<file path="src/design/rrts_pkg.sv">
// rrts_pkg: shared types, codes and helper functions for the round-robin task scheduler
// no dependencies; compiled first

package rrts_pkg;

  localparam int unsigned SLOTS    = 32;
  localparam int unsigned TID_W    = 5;
  localparam int unsigned CUR_W    = 6;
  localparam int unsigned FUNC_W   = 3;
  localparam int unsigned TICK_W   = 16;
  localparam int unsigned STATUS_W = 2;
  localparam int unsigned ST_W     = 3;
  localparam int unsigned NUM_ST   = 5;

  typedef enum logic [FUNC_W-1:0] {
    FN_CREATE       = 3'd0,
    FN_MAKE_READY   = 3'd1,
    FN_MAKE_UNREADY = 3'd2,
    FN_YIELD        = 3'd3,
    FN_SLEEP        = 3'd4,
    FN_EXIT         = 3'd5,
    FN_START        = 3'd6
  } func_e;

  typedef enum logic [STATUS_W-1:0] {
    STAT_OK      = 2'd0,
    STAT_NO_SLOT = 2'd1,
    STAT_ILLEGAL = 2'd2,
    STAT_NO_CUR  = 2'd3
  } status_e;

  typedef enum logic [ST_W-1:0] {
    TS_DEAD     = 3'd0,
    TS_READY    = 3'd1,
    TS_RUNNING  = 3'd2,
    TS_SLEEPING = 3'd3,
    TS_BLOCKED  = 3'd4
  } tstate_e;

  // task state kept as bit planes: plane b holds bit b of every slot's state code
  typedef logic [ST_W-1:0][SLOTS-1:0] plane_t;

  // sequencing strobes from the controller to the datapath
  typedef struct packed {
    logic exec;
    logic pick;
    logic finish;
  } ctrl_t;

  // rows: from state, columns: to state
  localparam logic [0:NUM_ST-1][0:NUM_ST-1] TRANS_OK = '{
    5'b11000,
    5'b01100,
    5'b11011,
    5'b11000,
    5'b11000
  };

  function automatic logic legal(logic [ST_W-1:0] from_st, logic [ST_W-1:0] to_st);
    logic ok;
    if (to_st == TS_DEAD) begin
      ok = 1'b1;
    end else if (from_st > 3'd4 || to_st > 3'd4) begin
      ok = 1'b0;
    end else begin
      ok = TRANS_OK[from_st][to_st];
    end
    return ok;
  endfunction

  // priority encoder, lowest set bit wins, zero when empty
  function automatic logic [TID_W-1:0] lowest_set(logic [SLOTS-1:0] m);
    logic [TID_W-1:0] r;
    r = '0;
    for (int i = SLOTS - 1; i >= 0; i--) begin
      if (m[i]) r = TID_W'(i);
    end
    return r;
  endfunction

  function automatic logic [ST_W-1:0] st_at(plane_t p, logic [TID_W-1:0] idx);
    logic [ST_W-1:0] r;
    for (int b = 0; b < ST_W; b++) r[b] = p[b][idx];
    return r;
  endfunction

  function automatic plane_t set_st(plane_t p, logic [TID_W-1:0] idx, logic [ST_W-1:0] v);
    plane_t r;
    r = p;
    for (int b = 0; b < ST_W; b++) r[b][idx] = v[b];
    return r;
  endfunction

endpackage

</file>
<file path="src/design/rrts_if.sv">
// rrts_cmd_if / rrts_res_if: valid-ready channels for scheduler commands and results
// depends on rrts_pkg for field widths

interface rrts_cmd_if;
  import rrts_pkg::*;
  logic              valid;
  logic              ready;
  logic [FUNC_W-1:0] func;
  logic [TID_W-1:0]  task_id;
  logic [TICK_W-1:0] sleep_ticks;

  modport source (output valid, func, task_id, sleep_ticks, input ready);
  modport sink   (input valid, func, task_id, sleep_ticks, output ready);
endinterface

interface rrts_res_if;
  import rrts_pkg::*;
  logic                valid;
  logic                ready;
  logic [TID_W-1:0]    result_task;
  logic [STATUS_W-1:0] status;
  logic                switched;

  modport source (output valid, result_task, status, switched, input ready);
  modport sink   (input valid, result_task, status, switched, output ready);
endinterface

</file>
<file path="src/design/rrts_ctrl.sv">
// rrts_ctrl: sequencing state machine and handshake control of the scheduler
// depends on rrts_pkg (ctrl_t)

module rrts_ctrl (
  input  logic           clk_i,
  input  logic           rst_ni,
  input  logic           cmd_valid_i,
  output logic           cmd_ready_o,
  output logic           res_valid_o,
  input  logic           res_ready_i,
  output rrts_pkg::ctrl_t ctrl_o
);
  import rrts_pkg::*;

  typedef enum logic [2:0] {
    S_IDLE   = 3'b001,
    S_PICK   = 3'b010,
    S_FINISH = 3'b100
  } state_e;

  state_e state_q, state_d;
  logic   res_valid_q, res_valid_d;

  always_comb begin
    state_d = state_q;
    ctrl_o  = '0;
    case (state_q)
      S_IDLE: begin
        if (cmd_valid_i) begin
          ctrl_o.exec = 1'b1;
          state_d     = S_PICK;
        end
      end
      S_PICK: begin
        ctrl_o.pick = 1'b1;
        state_d     = S_FINISH;
      end
      S_FINISH: begin
        // hold here while an older result is still waiting
        if (!res_valid_q || res_ready_i) begin
          ctrl_o.finish = 1'b1;
          state_d       = S_IDLE;
        end
      end
      default: state_d = S_IDLE;
    endcase
  end

  always_comb begin
    res_valid_d = res_valid_q;
    if (ctrl_o.finish) begin
      res_valid_d = 1'b1;
    end else if (res_ready_i) begin
      res_valid_d = 1'b0;
    end
  end

  always_ff @(posedge clk_i or negedge rst_ni) begin
    if (!rst_ni) begin
      state_q     <= S_IDLE;
      res_valid_q <= 1'b0;
    end else begin
      state_q     <= state_d;
      res_valid_q <= res_valid_d;
    end
  end

  assign cmd_ready_o = (state_q == S_IDLE);
  assign res_valid_o = res_valid_q;

endmodule

</file>
<file path="src/design/rrts_datapath.sv">
// rrts_datapath: scheduler state, working copy, round-robin pick and result registers
// depends on rrts_pkg (types, transition table, encoder helpers)

module rrts_datapath #(
  parameter int unsigned NUM_TASKS = 32,
  parameter int unsigned IDLE_TASK = 0
) (
  input  logic                           clk_i,
  input  logic                           rst_ni,
  input  rrts_pkg::ctrl_t                ctrl_i,
  input  logic [rrts_pkg::FUNC_W-1:0]    func_i,
  input  logic [rrts_pkg::TID_W-1:0]     task_id_i,
  input  logic [rrts_pkg::TICK_W-1:0]    sleep_ticks_i,
  output logic [rrts_pkg::TID_W-1:0]     result_task_o,
  output logic [rrts_pkg::STATUS_W-1:0]  status_o,
  output logic                           switched_o
);
  import rrts_pkg::*;

  localparam logic [CUR_W-1:0] NONE_ID = CUR_W'(NUM_TASKS);
  localparam logic [TID_W-1:0] IDLE_ID = TID_W'(IDLE_TASK);
  localparam logic [SLOTS-1:0] ONE     = SLOTS'(1);
  localparam logic [SLOTS-1:0] ALL1    = '1;
  localparam logic [CUR_W-1:0] LAST_ID = CUR_W'(SLOTS - 1);

  // committed state
  logic [SLOTS-1:0] mask_q;
  logic [CUR_W-1:0] cur_q;
  plane_t           plane_q;

  // working copy after the command's own effect
  logic [SLOTS-1:0]    wmask_q;
  plane_t              wplane_q;
  logic [STATUS_W-1:0] wstat_q;
  logic                wsched_q, wstart_q, wcreate_q;
  logic [TID_W-1:0]    wcreated_q;
  logic [TID_W-1:0]    nxt_q;

  // result registers
  logic [TID_W-1:0]    res_task_q;
  logic [STATUS_W-1:0] res_stat_q;
  logic                res_sw_q;

  // ---------------- command effect ----------------
  logic [SLOTS-1:0] dead_v;
  logic             free_any, cur_has, tid_ok, mr_go, wr_en;
  logic [TID_W-1:0] free_slot, cur_idx, mr_tgt, wr_idx;
  logic [ST_W-1:0]  mr_st, cur_st, wr_val;
  logic [SLOTS-1:0] emask;
  logic [STATUS_W-1:0] estat;
  logic             esched, estart, ecreate;
  plane_t           eplane;

  always_comb begin
    for (int i = 0; i < SLOTS; i++) begin
      dead_v[i] = (i < NUM_TASKS) && (st_at(plane_q, TID_W'(i)) == TS_DEAD);
    end
  end

  assign free_any  = |dead_v;
  assign free_slot = lowest_set(dead_v);
  assign cur_has   = (cur_q != NONE_ID) && !cur_q[CUR_W-1];
  assign cur_idx   = cur_q[TID_W-1:0];
  assign tid_ok    = ({1'b0, task_id_i} < NONE_ID);
  assign cur_st    = st_at(plane_q, cur_idx);

  // one make-ready target per command
  always_comb begin
    case (func_e'(func_i))
      FN_CREATE:     mr_tgt = free_slot;
      FN_MAKE_READY: mr_tgt = task_id_i;
      default:       mr_tgt = IDLE_ID;
    endcase
  end
  assign mr_st = st_at(plane_q, mr_tgt);

  always_comb begin
    emask   = mask_q;
    estat   = STAT_OK;
    esched  = 1'b0;
    estart  = 1'b0;
    ecreate = 1'b0;
    mr_go   = 1'b0;
    wr_en   = 1'b0;
    wr_idx  = cur_idx;
    wr_val  = TS_DEAD;
    case (func_e'(func_i))
      FN_CREATE: begin
        ecreate = 1'b1;
        if (free_any) mr_go = 1'b1;
        else          estat = STAT_NO_SLOT;
      end
      FN_MAKE_READY: begin
        if (tid_ok) mr_go = 1'b1;
        else        estat = STAT_ILLEGAL;
      end
      FN_MAKE_UNREADY: begin
        if (tid_ok) emask = mask_q & ~(ONE << task_id_i);
        else        estat = STAT_ILLEGAL;
      end
      FN_YIELD: esched = 1'b1;
      FN_SLEEP: begin
        if (sleep_ticks_i == '0) begin
          esched = 1'b1;
        end else if (!cur_has) begin
          estat = STAT_NO_CUR;
        end else if (!legal(cur_st, TS_SLEEPING)) begin
          estat = STAT_ILLEGAL;
        end else begin
          wr_en  = 1'b1;
          wr_val = TS_SLEEPING;
          emask  = mask_q & ~(ONE << cur_idx);
          esched = 1'b1;
        end
      end
      FN_EXIT: begin
        if (!cur_has) begin
          estat = STAT_NO_CUR;
        end else begin
          wr_en  = 1'b1;
          wr_val = TS_DEAD;
          emask  = mask_q & ~(ONE << cur_idx);
          esched = 1'b1;
        end
      end
      FN_START: begin
        esched = 1'b1;
        if (cur_q == NONE_ID) begin
          // first start: idle task is made ready when nothing else is
          estart = 1'b1;
          if (mask_q == '0) mr_go = 1'b1;
        end
      end
      default: ;
    endcase
    if (mr_go) begin
      emask = emask | (ONE << mr_tgt);
      if (mr_st != TS_RUNNING) begin
        if (!legal(mr_st, TS_READY)) begin
          estat = STAT_ILLEGAL;
        end else begin
          wr_en  = 1'b1;
          wr_idx = mr_tgt;
          wr_val = TS_READY;
        end
      end
    end
  end

  assign eplane = wr_en ? set_st(plane_q, wr_idx, wr_val) : plane_q;

  // ---------------- round-robin pick ----------------
  logic [SLOTS-1:0] above;
  logic [TID_W-1:0] nxt_d;

  assign above = wmask_q & (ALL1 << (cur_q + CUR_W'(1)));

  always_comb begin
    if (wmask_q == '0) begin
      nxt_d = IDLE_ID;
    end else if (wstart_q || cur_q >= LAST_ID) begin
      nxt_d = lowest_set(wmask_q);
    end else if (above != '0) begin
      nxt_d = lowest_set(above);
    end else begin
      nxt_d = lowest_set(wmask_q);
    end
  end

  // ---------------- reschedule and commit ----------------
  plane_t              fplane;
  logic [CUR_W-1:0]    fcur, final_cur;
  logic [STATUS_W-1:0] fstat;
  logic [ST_W-1:0]     nxt_st, prev_st;
  logic                commit;

  assign nxt_st  = st_at(wplane_q, nxt_q);
  assign prev_st = st_at(wplane_q, cur_idx);

  always_comb begin
    fplane = wplane_q;
    fcur   = cur_q;
    fstat  = wstat_q;
    if (wstat_q == STAT_OK && wsched_q) begin
      if (wstart_q) begin
        if (!legal(nxt_st, TS_RUNNING)) begin
          fstat = STAT_ILLEGAL;
        end else begin
          fplane = set_st(wplane_q, nxt_q, TS_RUNNING);
          fcur   = {1'b0, nxt_q};
        end
      end else if ({1'b0, nxt_q} != cur_q) begin
        // a still-running previous task drops back to ready
        if (cur_has && prev_st == TS_RUNNING) fplane = set_st(fplane, cur_idx, TS_READY);
        if (!legal(nxt_st, TS_RUNNING)) begin
          fstat = STAT_ILLEGAL;
        end else begin
          fplane = set_st(fplane, nxt_q, TS_RUNNING);
          fcur   = {1'b0, nxt_q};
        end
      end
    end
  end

  assign commit    = (fstat == STAT_OK);
  assign final_cur = commit ? fcur : cur_q;

  always_ff @(posedge clk_i or negedge rst_ni) begin
    if (!rst_ni) begin
      mask_q  <= '0;
      cur_q   <= NONE_ID;
      plane_q <= '0;
    end else if (ctrl_i.finish && commit) begin
      mask_q  <= wmask_q;
      cur_q   <= fcur;
      plane_q <= fplane;
    end
  end

  always_ff @(posedge clk_i) begin
    if (ctrl_i.exec) begin
      wmask_q    <= emask;
      wplane_q   <= eplane;
      wstat_q    <= estat;
      wsched_q   <= esched;
      wstart_q   <= estart;
      wcreate_q  <= ecreate;
      wcreated_q <= free_slot;
    end
    if (ctrl_i.pick) nxt_q <= nxt_d;
    if (ctrl_i.finish) begin
      if (wcreate_q) begin
        res_task_q <= commit ? wcreated_q : '0;
      end else begin
        res_task_q <= (final_cur != NONE_ID && !final_cur[CUR_W-1]) ?
                      final_cur[TID_W-1:0] : '0;
      end
      res_stat_q <= fstat;
      res_sw_q   <= commit && (fcur != cur_q);
    end
  end

  assign result_task_o = res_task_q;
  assign status_o      = res_stat_q;
  assign switched_o    = res_sw_q;

endmodule

</file>
<file path="src/design/round_robin_task_scheduler.sv">
// round_robin_task_scheduler: top level, joins the sequencer and the datapath
// depends on rrts_pkg, rrts_if, rrts_ctrl, rrts_datapath
//
//   channel | dir | transfer content                         | handshake
//   --------+-----+------------------------------------------+-------------------
//   cmd_i   | in  | func, task_id, sleep_ticks               | valid/ready
//   res_o   | out | result_task, status, switched            | valid/ready
//
// a command goes through accept (command effect into a working copy), round-robin pick,
// then reschedule, commit and result register load
// a new command is taken only once the previous one has reached the result register
// a stalled result holds the finish step until the result register frees up
// reset is asynchronous, active low; it empties the ready mask, marks every slot
// dead and leaves no task running, with no clearing pass

module round_robin_task_scheduler #(
  parameter int unsigned NUM_TASKS = 32,
  parameter int unsigned IDLE_TASK = 0
) (
  input logic        clk_i,
  input logic        rst_ni,
  rrts_cmd_if.sink   cmd_i,
  rrts_res_if.source res_o
);
  import rrts_pkg::*;

  ctrl_t ctrl;
  logic  cmd_ready, res_valid;

  // sequencer: idle -> pick -> finish, strobes drive the datapath
  rrts_ctrl u_ctrl (
    .clk_i       (clk_i),
    .rst_ni      (rst_ni),
    .cmd_valid_i (cmd_i.valid),
    .cmd_ready_o (cmd_ready),
    .res_valid_o (res_valid),
    .res_ready_i (res_o.ready),
    .ctrl_o      (ctrl)
  );

  // ready mask, current task, per-slot state and the result register
  rrts_datapath #(
    .NUM_TASKS (NUM_TASKS),
    .IDLE_TASK (IDLE_TASK)
  ) u_dp (
    .clk_i         (clk_i),
    .rst_ni        (rst_ni),
    .ctrl_i        (ctrl),
    .func_i        (cmd_i.func),
    .task_id_i     (cmd_i.task_id),
    .sleep_ticks_i (cmd_i.sleep_ticks),
    .result_task_o (res_o.result_task),
    .status_o      (res_o.status),
    .switched_o    (res_o.switched)
  );

  assign cmd_i.ready = cmd_ready;
  assign res_o.valid = res_valid;

endmodule

</file>
<file path="src/flat_wrapper.sv">
// flat-port wrapper written by rule: the top's interface ports become plain ports
module round_robin_task_scheduler_flat import rrts_pkg::*;
#(
  parameter int unsigned NUM_TASKS = 32,
  parameter int unsigned IDLE_TASK = 0
)
  (clk_i, rst_ni, cmd_i_valid, cmd_i_func, cmd_i_task_id, cmd_i_sleep_ticks, cmd_i_ready, res_o_valid, res_o_result_task, res_o_status, res_o_switched, res_o_ready);
  rrts_cmd_if cmd_i_i ();
  rrts_res_if res_o_i ();
  input logic clk_i;
  input logic rst_ni;
  input wire logic [$bits(cmd_i_i.valid)-1:0] cmd_i_valid;
  input wire logic [$bits(cmd_i_i.func)-1:0] cmd_i_func;
  input wire logic [$bits(cmd_i_i.task_id)-1:0] cmd_i_task_id;
  input wire logic [$bits(cmd_i_i.sleep_ticks)-1:0] cmd_i_sleep_ticks;
  output wire logic [$bits(cmd_i_i.ready)-1:0] cmd_i_ready;
  output wire logic [$bits(res_o_i.valid)-1:0] res_o_valid;
  output wire logic [$bits(res_o_i.result_task)-1:0] res_o_result_task;
  output wire logic [$bits(res_o_i.status)-1:0] res_o_status;
  output wire logic [$bits(res_o_i.switched)-1:0] res_o_switched;
  input wire logic [$bits(res_o_i.ready)-1:0] res_o_ready;
  assign cmd_i_i.valid = cmd_i_valid;
  assign cmd_i_i.func = cmd_i_func;
  assign cmd_i_i.task_id = cmd_i_task_id;
  assign cmd_i_i.sleep_ticks = cmd_i_sleep_ticks;
  assign cmd_i_ready = cmd_i_i.ready;
  assign res_o_valid = res_o_i.valid;
  assign res_o_result_task = res_o_i.result_task;
  assign res_o_status = res_o_i.status;
  assign res_o_switched = res_o_i.switched;
  assign res_o_i.ready = res_o_ready;
  round_robin_task_scheduler #(.NUM_TASKS(NUM_TASKS), .IDLE_TASK(IDLE_TASK)) u_core (.clk_i(clk_i), .rst_ni(rst_ni), .cmd_i(cmd_i_i), .res_o(res_o_i));
endmodule
</file>
<file path="config.mk">
export PLATFORM = sky130hd
export DESIGN_NAME = round_robin_task_scheduler_flat
export DESIGN_NICKNAME = d
export VERILOG_FILES = /design/src/design/rrts_pkg.sv /design/src/design/rrts_if.sv /design/src/design/rrts_ctrl.sv /design/src/design/rrts_datapath.sv /design/src/design/round_robin_task_scheduler.sv /design/src/flat_wrapper.sv
export SDC_FILE = /design/constraint.sdc
export NUM_CORES = 1
export LEC_CHECK = 0
export ABC_CLOCK_PERIOD_IN_PS = 12000
export BUFFER_PORTS_ARGS = -buffer_cell sky130_fd_sc_hd__buf_2
export CAP_MARGIN = 20
export CORE_MARGIN = 1.5
export CORE_UTILIZATION = 45
export CTS_BUF_LIST = sky130_fd_sc_hd__clkbuf_4 sky130_fd_sc_hd__clkbuf_8
export CTS_CLUSTER_DIAMETER = 50
export DETAILED_ROUTE_END_ITERATION = 10
export PLACE_DENSITY_LB_ADDON = 0.15
export SLEW_MARGIN = 10
export SYNTH_ARGS = -nofsm -noshare
export SYNTH_HDL_FRONTEND = slang
export SYNTH_SLANG_ARGS = --single-unit
</file>
<file path="constraint.sdc">
create_clock -name clk_i -period 12 [get_ports clk_i]
set_clock_uncertainty 0.15 [all_clocks]
set_input_delay 1.2 -clock clk_i [delete_from_list [all_inputs] [get_ports clk_i]]
set_output_delay 1.2 -clock clk_i [all_outputs]
set_load 0.1 [all_outputs]
</file>
**After elaboration in Yosys (flattened, before gate mapping)**

Memories as Yosys holds them, arrays and structs flattened.
Cells that the tools add are included.

- Add/subtract/negate cells: 1
- Magnitude comparators: 14
- Equality and inequality tests: 18
- Shifts and indexed selects: 4
- Multiplexer cells: 226
- Bitwise gates (word level): 20
- Reductions and logical operators: 57

Operators with widths:

| cell | count |
|---|---|
| 96-bit two-way mux | 10 |
| 5-bit two-way mux | 104 |
| 32-bit AND | 9 |
| 32-bit two-way mux | 5 |
| 32-bit inverter | 4 |
| 32-bit OR | 4 |
| 3-bit zero test | 33 |
| 32-bit bitwise mux | 3 |
| 32-bit case mux with 3 select lines | 1 |
| 1-bit by 5-bit << shifter with 32-bit output, first input constant | 3 |
| 32-bit zero test | 2 |
| 1-bit binary-select mux with 5-bit select | 12 |
| 1-bit two-way mux | 49 |
| 2-bit two-way mux | 18 |
| 6-bit two-way mux | 6 |
| 32-bit nonzero test | 1 |
| 32-bit OR reduction | 1 |
| 32-bit by 6-bit << shifter with 32-bit output, first input constant | 1 |
| 5-bit by 6-bit less-than comparator with 1-bit output, second input constant | 4 |
| 3-bit two-way mux | 7 |
| 16-bit zero test | 1 |
| 1-bit demux with 5-bit select | 3 |
| 5-bit by 1-bit >= comparator with 1-bit output, second input constant | 3 |
| 3-bit by 2-bit equality test with 1-bit output, second input constant | 4 |
| other kinds (26) | 52 |

- Register bits: 289
- ROM bits: 120
- Output and inout port bits: 10
- Word-level logic and storage cells: 363
- Memories kept: 3

Memories:

| memory | words | bits a word | read ports | clocked after memory_dff | wr ports | line | RTL |
|---|---|---|---|---|---|---|---|
| (name not given) | 8 | 5 | 1 | 0 | 0 | rrts_pkg.sv:66 | `ok = TRANS_OK[from_st][to_st];` |
| (name not given) | 8 | 5 | 1 | 0 | 0 | rrts_pkg.sv:66 |  |
| (name not given) | 8 | 5 | 1 | 0 | 0 | rrts_pkg.sv:66 |  |

**Depth between registers and ports, before layout**

Gate-level depths: netlist of run 1.

- Depth in word-level cells: 52
- Mapped depth: 19

**Cells and area by module**

Synthesis of run 1 repeated with hierarchy kept, for this count alone.

- Cells, all modules: 2149
- Area, all modules: 18547.8 um^2

Modules (own cells, without submodules):

| module | instances | cells each | area an instance (um^2) |
|---|---|---|---|
| rrts_datapath | 1 | 2129 | 18318.8 |
| rrts_ctrl | 1 | 20 | 229.0 |

**Worst setup path after synthesis of run 1**

No wires, ideal clock.

- Path kind: register -> register
- Start point: register u_core.u_ctrl.state_q[0]
- End point: register u_core.u_dp.wcreate_q, enable pin
- Setup time: 0.512 ns
- Data arrival time: 6.190 ns
- Setup slack: 5.148 ns
- Cell stages (with the launch flop): 3
- Path buffers: 0
- Period minus slack after synthesis: 6.852 ns
- Path through: dfstp_2 -> nor3b_1 -> and2_1

RTL lines:

| what | line | RTL |
|---|---|---|
| start, declared | rrts_ctrl.sv:21 | `state_e state_q, state_d;` |
| start signal, assigned | rrts_ctrl.sv:63 | `state_q <= state_d;` |
| end signal, assigned | rrts_datapath.sv:227 | `wcreate_q <= ecreate;` |
| end, declared | rrts_datapath.sv:35 | `logic wsched_q, wstart_q, wcreate_q;` |

==> impl_metrics.ini, run 1 <==
[worst_setup_path]
path_class = flip-flop to flip-flop
cp-end-kind = flip-flop
r2r_start = u_core.u_dp.cur_q[1]$_DFFE_PN0P_
crit_arrival_ns = 7.05
crit_fanout = 58
r2r_setup_slack_ns = 5.21
worstRegToRegCells = 16
crit_path_start_kind = flip-flop
startpoint = u_core.u_dp.cur_q[1]$_DFFE_PN0P_
reg2reg_to = u_core.u_dp.wplane_q[15]$_DFFE_PP_
worstPathRequired_ns = 12.26
crit_end = u_core.u_dp.wplane_q[15]$_DFFE_PP_

[timing]
fin_ws_ns = 5.215
slew_headroom = 0.1822
worstMarginPinSlew_ns = 1.223
fmax_ghz = 0.1474
final.period_utilization = 0.5654
maxSlewViolCount = 0
finalSetupViolations = 0
rsz0062_at_grt = no
hold_violations = 0
finalSetupTns_ns = 0
period_needed_ns = 6.785

[placed_design]
portBuffers = 37
routabilityCongestion = 1.037
place_ws_ns = 5.588
post-dp-hpwl_mm = 68.30
dp_cells = 2675

[yosys]
syn_nets = 2224
yosys-top-cells-area = edfxtp_1, dfrtp_1, nand2_1, o21ai_0, a21oi_1
synth_area_um2 = 18720
syn_inst = 2188
synth_cell_types = 100
synth.largest_area_cell = edfxtp_1
synth_seq_area_share = 0.4269
synth_most_common_cell = nand2_1
synth_top_area_share = 0.2423
ys.flop_type = edfxtp_1
synthTopCellsByCount = nand2_1, o21ai_0, nor2_1
synth_warnings = 0
synth_area_per_cell_um2 = 8.554
ys_ff_latch = 289
synth_edf_count = 151
async_flop_share = 0.4775

[clock_tree]
post-cts-setup-buffers = 0
cts_tree = done
path_clk_slew_ns = 0.06
cts-buffers-inserted = 53
clkSinkCount = 289
cts-resized-gates = 0
clock_latency_ns = 0.69
htree_levels = 2
cts_root_buffer = clkbuf_8
cts_buffer_depth = 3
hold_buffers = 0

[floorplanning]
io-pin-count = 38
die_h_um = 206.9
fp.dieW_um = 206.9
core_area_um2 = 40920
start_util = 0.4573
die_area_um2 = 42820
fp-row-count = 74

[min_path]
hold_class = flip-flop to flip-flop
holdPathStages = 2

[layout]
drive_gt1_frac = 0.1270
fin_nets = 2236
utilization = 0.5038
area_delta_synth_final_pct = 10.15
stdcell_count = 2783
nFillCells = 3950

[route]
vias_per_cell = 7.169
drtPass1Iterations = 7
vias = 19951
antenna_left = 0
drtIter0Drc = 3170
drc = 0
wl_per_cell_um = 34.71
drt_wl_total_mm = 96.59

[global_routing]
gr-total-overflow = 0
grt_pass1_vias = 18497
antenna_found_initial = 7
grt_use_total = 0.4514
grt_pass1_wl_mm = 135.1
grt_start_max_net_pins = 86

[power_and_ir_drop]
power_density_nw_per_um2 = 242.8
p_leak_nw = 7.565
ir_worst_vdd_mv = 0.1384
finalPower_mw = 5.006

[status]
status = completed

[flow_run]
maxCapViolations = 0
## through the flow
| stage | cell area, um2 | hold WS (ns) |
|---|---|---|
| after floorplan | 18720 | 0.3120 |
| after global placement | 19410 | 0.3385 |
| after detailed placement | 19440 | 0.3442 |
| after CTS | 20580 | 0.3610 |
| after global routing | 20600 | 0.3973 |
| final | 20620 | 0.3599 |
## state kept, by name (all words and copies together), names as in the netlist, 2 cells and up
register and flops:
u_core.u_dp.wcreated_q 5, u_core.u_dp.status_o 2, u_core.u_dp.wplane_q 96, u_core.u_dp.wstat_q 2, u_core.u_dp.nxt_q 5, u_core.u_dp.cur_q 6
u_core.u_dp.result_task_o 5, u_core.u_dp.wmask_q 32, u_core.u_dp.mask_q 32, u_core.u_ctrl.state_q 3, u_core.u_dp.plane_q 96
## routing by layer
layer / vias up / track usage / part of all wire
met5: - / 0 / 0.00013
met4: 2 / 0.2955 / 0.077
met2: 1645 / 0.6451 / 0.41
li1: 8251 / - / -
met3: 393 / 0.1515 / 0.13
met1: 9660 / 0.5805 / 0.38
## worst max-delay path: stages, from the launching register on
cell      delay, ns
dfrtp_2        0.33
buf_4          0.68
clkinv_1       0.66
nand2_1        0.59
o22ai_1        0.15
o21ai_0        0.20
nand2_1        0.09
nor3_1         0.36
nand3_1        0.22
nor2b_1        0.44
and2_1         0.22
nor2_1         0.08
buf_4          0.21
nor2_1         0.76
nand2_1        0.88
nor2_1         0.37
a21oi_1        0.08
## final cells by class
class	count	area, um2	share of cell area
Multi-Input combinational cell	1725	10050	0.4874
Inverter	40	150.1	0.007282
Sequential cell	289	7993	0.3877
Clock inverter	10	88.84	0.004309
Antenna cell	7	17.52	0.0008496
Clock buffer	89	1044	0.05061
Tap cell	532	665.6	0.03229
Timing Repair Buffer	91	609.3	0.02955
## how the worst min path moves through the flow
stage                     slack [ns]                               start                                 end
after floorplan                 0.31   u_core.u_dp.mask_q[7]$_DFFE_PN0P_   u_core.u_dp.mask_q[7]$_DFFE_PN0P_
after global placement          0.34  u_core.u_dp.mask_q[11]$_DFFE_PN0P_  u_core.u_dp.mask_q[11]$_DFFE_PN0P_
after detailed placement        0.34  u_core.u_dp.mask_q[17]$_DFFE_PN0P_  u_core.u_dp.mask_q[17]$_DFFE_PN0P_
after CTS                       0.36  u_core.u_dp.mask_q[11]$_DFFE_PN0P_  u_core.u_dp.mask_q[11]$_DFFE_PN0P_
after global routing            0.40  u_core.u_dp.mask_q[17]$_DFFE_PN0P_  u_core.u_dp.mask_q[17]$_DFFE_PN0P_
final                           0.36  u_core.u_dp.mask_q[11]$_DFFE_PN0P_  u_core.u_dp.mask_q[11]$_DFFE_PN0P_
## power breakdown
part           internal [mW]  total [mW]  switching, mW
sequential              1.53        2.14          0.603
clock                  0.570        1.02          0.449
combinational          0.640        1.85           1.21
total                   2.74        5.01           2.26
## placed cells by master (no fill, tap or decap), types with 20 or more instances in the layout
cell      count
o22ai_1      53
clkbuf_4     30
a211oi_1     36
clkbuf_8     60
buf_4        50
o31ai_1      23
nand3_1      65
a21oi_1     146
edfxtp_1    151
o221ai_1     25
nor4_1       26
nor2_1      182
or3_1        22
inv_1        36
buf_2        37
o21ai_0     214
a22oi_1      34
a31oi_1      25
and3_1       20
dfrtp_1     134
nand2_1     380
nor3_1       98
## cell families after synthesis
kind of cell / synth area share
AO/OA/AOI/OAI: 0.2405
XOR/XNOR: 0.005147
adder cells (fa/ha/maj): 0.005348
buffers and inverters: 0.03850
flip-flops: 0.4269
multiplexers: 0.04051
AND/OR/NAND/NOR: 0.2431
Note: power is estimated with default switching activity, not from simulation.
==> run 2: changes to the inputs <==
--- a/config.mk
+++ b/config.mk
@@ -5,7 +5,8 @@
 export SDC_FILE = /design/constraint.sdc
 export NUM_CORES = 1
 export LEC_CHECK = 0
-export ABC_CLOCK_PERIOD_IN_PS = 12000
+export ABC_AREA = 1
+export ABC_CLOCK_PERIOD_IN_PS = 6000
 export BUFFER_PORTS_ARGS = -buffer_cell sky130_fd_sc_hd__buf_2
 export CAP_MARGIN = 20
 export CORE_MARGIN = 1.5
==> constraint.sdc (replaced) <==
create_clock -name clk_i -period 6 [get_ports clk_i]
set_clock_uncertainty 0.15 [all_clocks]
set_input_delay 0.6 -clock clk_i [delete_from_list [all_inputs] [get_ports clk_i]]
set_output_delay 0.6 -clock clk_i [all_outputs]
set_load 0.1 [all_outputs]
==> impl_metrics.ini, run 2 <==
[floorplanning]
io-pin-count = 38
die_area_um2 = 47320
die_h_um = 217.5
fp.dieW_um = 217.5
core_area_um2 = 45380
start_util = 0.4564
fp-row-count = 78

[power_and_ir_drop]
p_leak_nw = 9.515
power_density_nw_per_um2 = 466.8
ir_worst_vdd_mv = 0.4360
finalPower_mw = 10.80

[worst_setup_path]
crit_fanout = 14
crit_path_max_incr_delay_ns = 0.41
cp_top_family = simple AND/OR/NAND/NOR gates
path_buf_inv = 3
crit_arrival_ns = 5.99
cp-end-kind = flip-flop
crit_path_start_kind = flip-flop
cp_common_cell = nand2_1
crit_slowest_cell = dfrtp_1
path_class = flip-flop to flip-flop
worstPathRequired_ns = 6.26

[global_routing]
antenna_found_initial = 0
grt_pass1_wl_mm = 148.1
grt_start_max_net_pins = 139
gr-total-overflow = 0
grt_pass1_vias = 22091
grt_use_total = 0.4305

[timing]
final.period_utilization = 0.9549
worstMarginPinSlew_ns = 1.058
holdWs_ns = 0.08343
fmax_ghz = 0.1745
finalSetupViolations = 0
period_needed_ns = 5.730
slew_headroom = 0.2869
hold_violations = 0
maxSlewViolCount = 0
rsz0062_at_grt = yes

[layout]
utilization = 0.5098
layout_common_cells = nand2_1, inv_1, o21ai_0
fin_nets = 2968
stdcell_area_um2 = 23130
nFillCells = 4608
largestRegisters = u_core.u_dp.plane_q (96), u_core.u_dp.wplane_q (96)
stdcell_count = 3576
area_delta_synth_final_pct = 11.70
drive_gt1_frac = 0.1052
mostFrequentLayoutCell = nand2_1
diodes = 0

[clock_tree]
cts_root_buffer = clkbuf_8
cts_buffer_depth = 3
clock_latency_ns = 0.68
path_clk_slew_ns = 0.06
clkSinkCount = 289
cts-resized-gates = 0
cts-buffers-inserted = 57
cts_tree = done
htree_levels = 2

[route]
drt_wl_total_mm = 102.7
wl_per_cell_um = 28.71
vias_per_cell = 6.553
vias = 23435
drtPass1Iterations = 6
drtIter0Drc = 3602
antenna_left = 0
drc = 0

[placed_design]
dp_cells = 3466
routabilityCongestion = 1.079
placed_area_um2 = 21780
post-dp-hpwl_mm = 74.63
portBuffers = 37

[yosys]
ys.flop_type = edfxtp_1
synth_cell_types = 53
yosys-top-cells-area = edfxtp_1, dfrtp_1, nand2_1, o21ai_0, nand3_1
synth_area_um2 = 20710
synth_top_area_share = 0.2189
syn_inst = 2894
synth.largest_area_cell = edfxtp_1
ys_ff_latch = 289
syn_nets = 2930
async_flop_share = 0.4775
synth_most_common_cell = nand2_1
synth_warnings = 0
synth_edf_count = 151
synth_seq_area_share = 0.3858
synthTopCellsByCount = nand2_1, inv_1, o21ai_0
synth_area_per_cell_um2 = 7.157

[min_path]
hold_class = input port to flip-flop

[flow_run]
maxCapViolations = 0

[status]
status = completed
## run 2: changes by cell type after synthesis, sizes merged, moves of 29 or more
cell    delta
o21ai     +61
o21bai    +29
o211ai   +101
nor2      +75
nor3      -68
inv      +286
nand4     +38
o311ai    +54
nand2    +275
nand3    +206
## run 2: area by class of cell
class                   count  area [um2]  area share
clock buffers              75       969.7     0.04191
clock inverters            28       305.3     0.01320
inverters                 335        1261     0.05452
multi-input cells        2104       10750      0.4647
flip-flops and latches    289        7990      0.3454
well taps                 600       750.7     0.03245
repair buffers            145        1107     0.04786
## run 2: routing by layer
layer / wire (um) / GRT usage / vias up / part of all wire
met1: 39160 / 0.5553 / 11127 / 0.38
met5: 0 / 0 / - / 0
li1: - / - / 10187 / -
met4: 7403 / 0.2657 / 0 / 0.072
met3: 12570 / 0.1135 / 438 / 0.12
met2: 43550 / 0.6426 / 1683 / 0.42
## run 2: cell families after synthesis
kind of cell,after synthesis,share of synthesized area
fa+ha+maj,8,0.004833
compound gates,788,0.2380
xor+xnor,1,0.0004230
flops,289,0.3858
buf+inv,501,0.09696
simple gates,1307,0.2740
## run 2: metrics by stage
stage          setup slack, ns  TNS (ns)
2_1_floorplan           0.1932         0
3_3_place_gp            0.5333         0
3_5_place_dp            0.4730         0
4_1_cts                 0.4258         0
5_1_grt                -0.1422    -2.232
6_report                0.2704         0
## run 2: worst paths after layout
| path | start | to | slack [ns] | cells after the start |
|---|---|---|---|---|
| max | u_core.u_dp.plane_q[61]$_DFFE_PN0P_ | u_core.u_dp.wplane_q[64]$_DFFE_PP_ | 0.27 | 51 |
| max reg2reg | u_core.u_dp.plane_q[61]$_DFFE_PN0P_ | u_core.u_dp.wplane_q[64]$_DFFE_PP_ | 0.27 | 51 |
| max in group asynchronous | rst_ni | u_core.u_dp.plane_q[28]$_DFFE_PN0P_ | 3.97 | 3 |
| min in group asynchronous | rst_ni | u_core.u_ctrl.state_q[1]$_DFFE_PN0P_ | 0.34 | 2 |
| min | res_o_ready | u_core.u_ctrl.res_valid_o$_DFFE_PN0P_ | 0.08 | 4 |
| min reg2reg | u_core.u_dp.plane_q[68]$_DFFE_PN0P_ | u_core.u_dp.plane_q[68]$_DFFE_PN0P_ | 0.36 | 2 |
## run 2: what timing repair did
action | 4_1_cts | 5_1_grt
setup buffers | 0 | 5
hold buffers | 2 | 0
setup endpoints to repair | 0 | 48
hold endpoints to repair | 60 | 0
## run 2: worst register-to-register path: cells and delay by family (launching register included)
family,cells,cell delay (ns)
buffers and inverters,3,0.60
DFF,1,0.41
and+or+nand+nor,48,4.31
## run 2: where the power goes
| group | switching [mW] | internal, mW | total [mW] |
|---|---|---|---|
| sequential | 0.573 | 2.85 | 3.42 |
| clock | 0.959 | 1.31 | 2.27 |
| combinational | 3.70 | 1.40 | 5.10 |
| total | 5.24 | 5.56 | 10.8 |
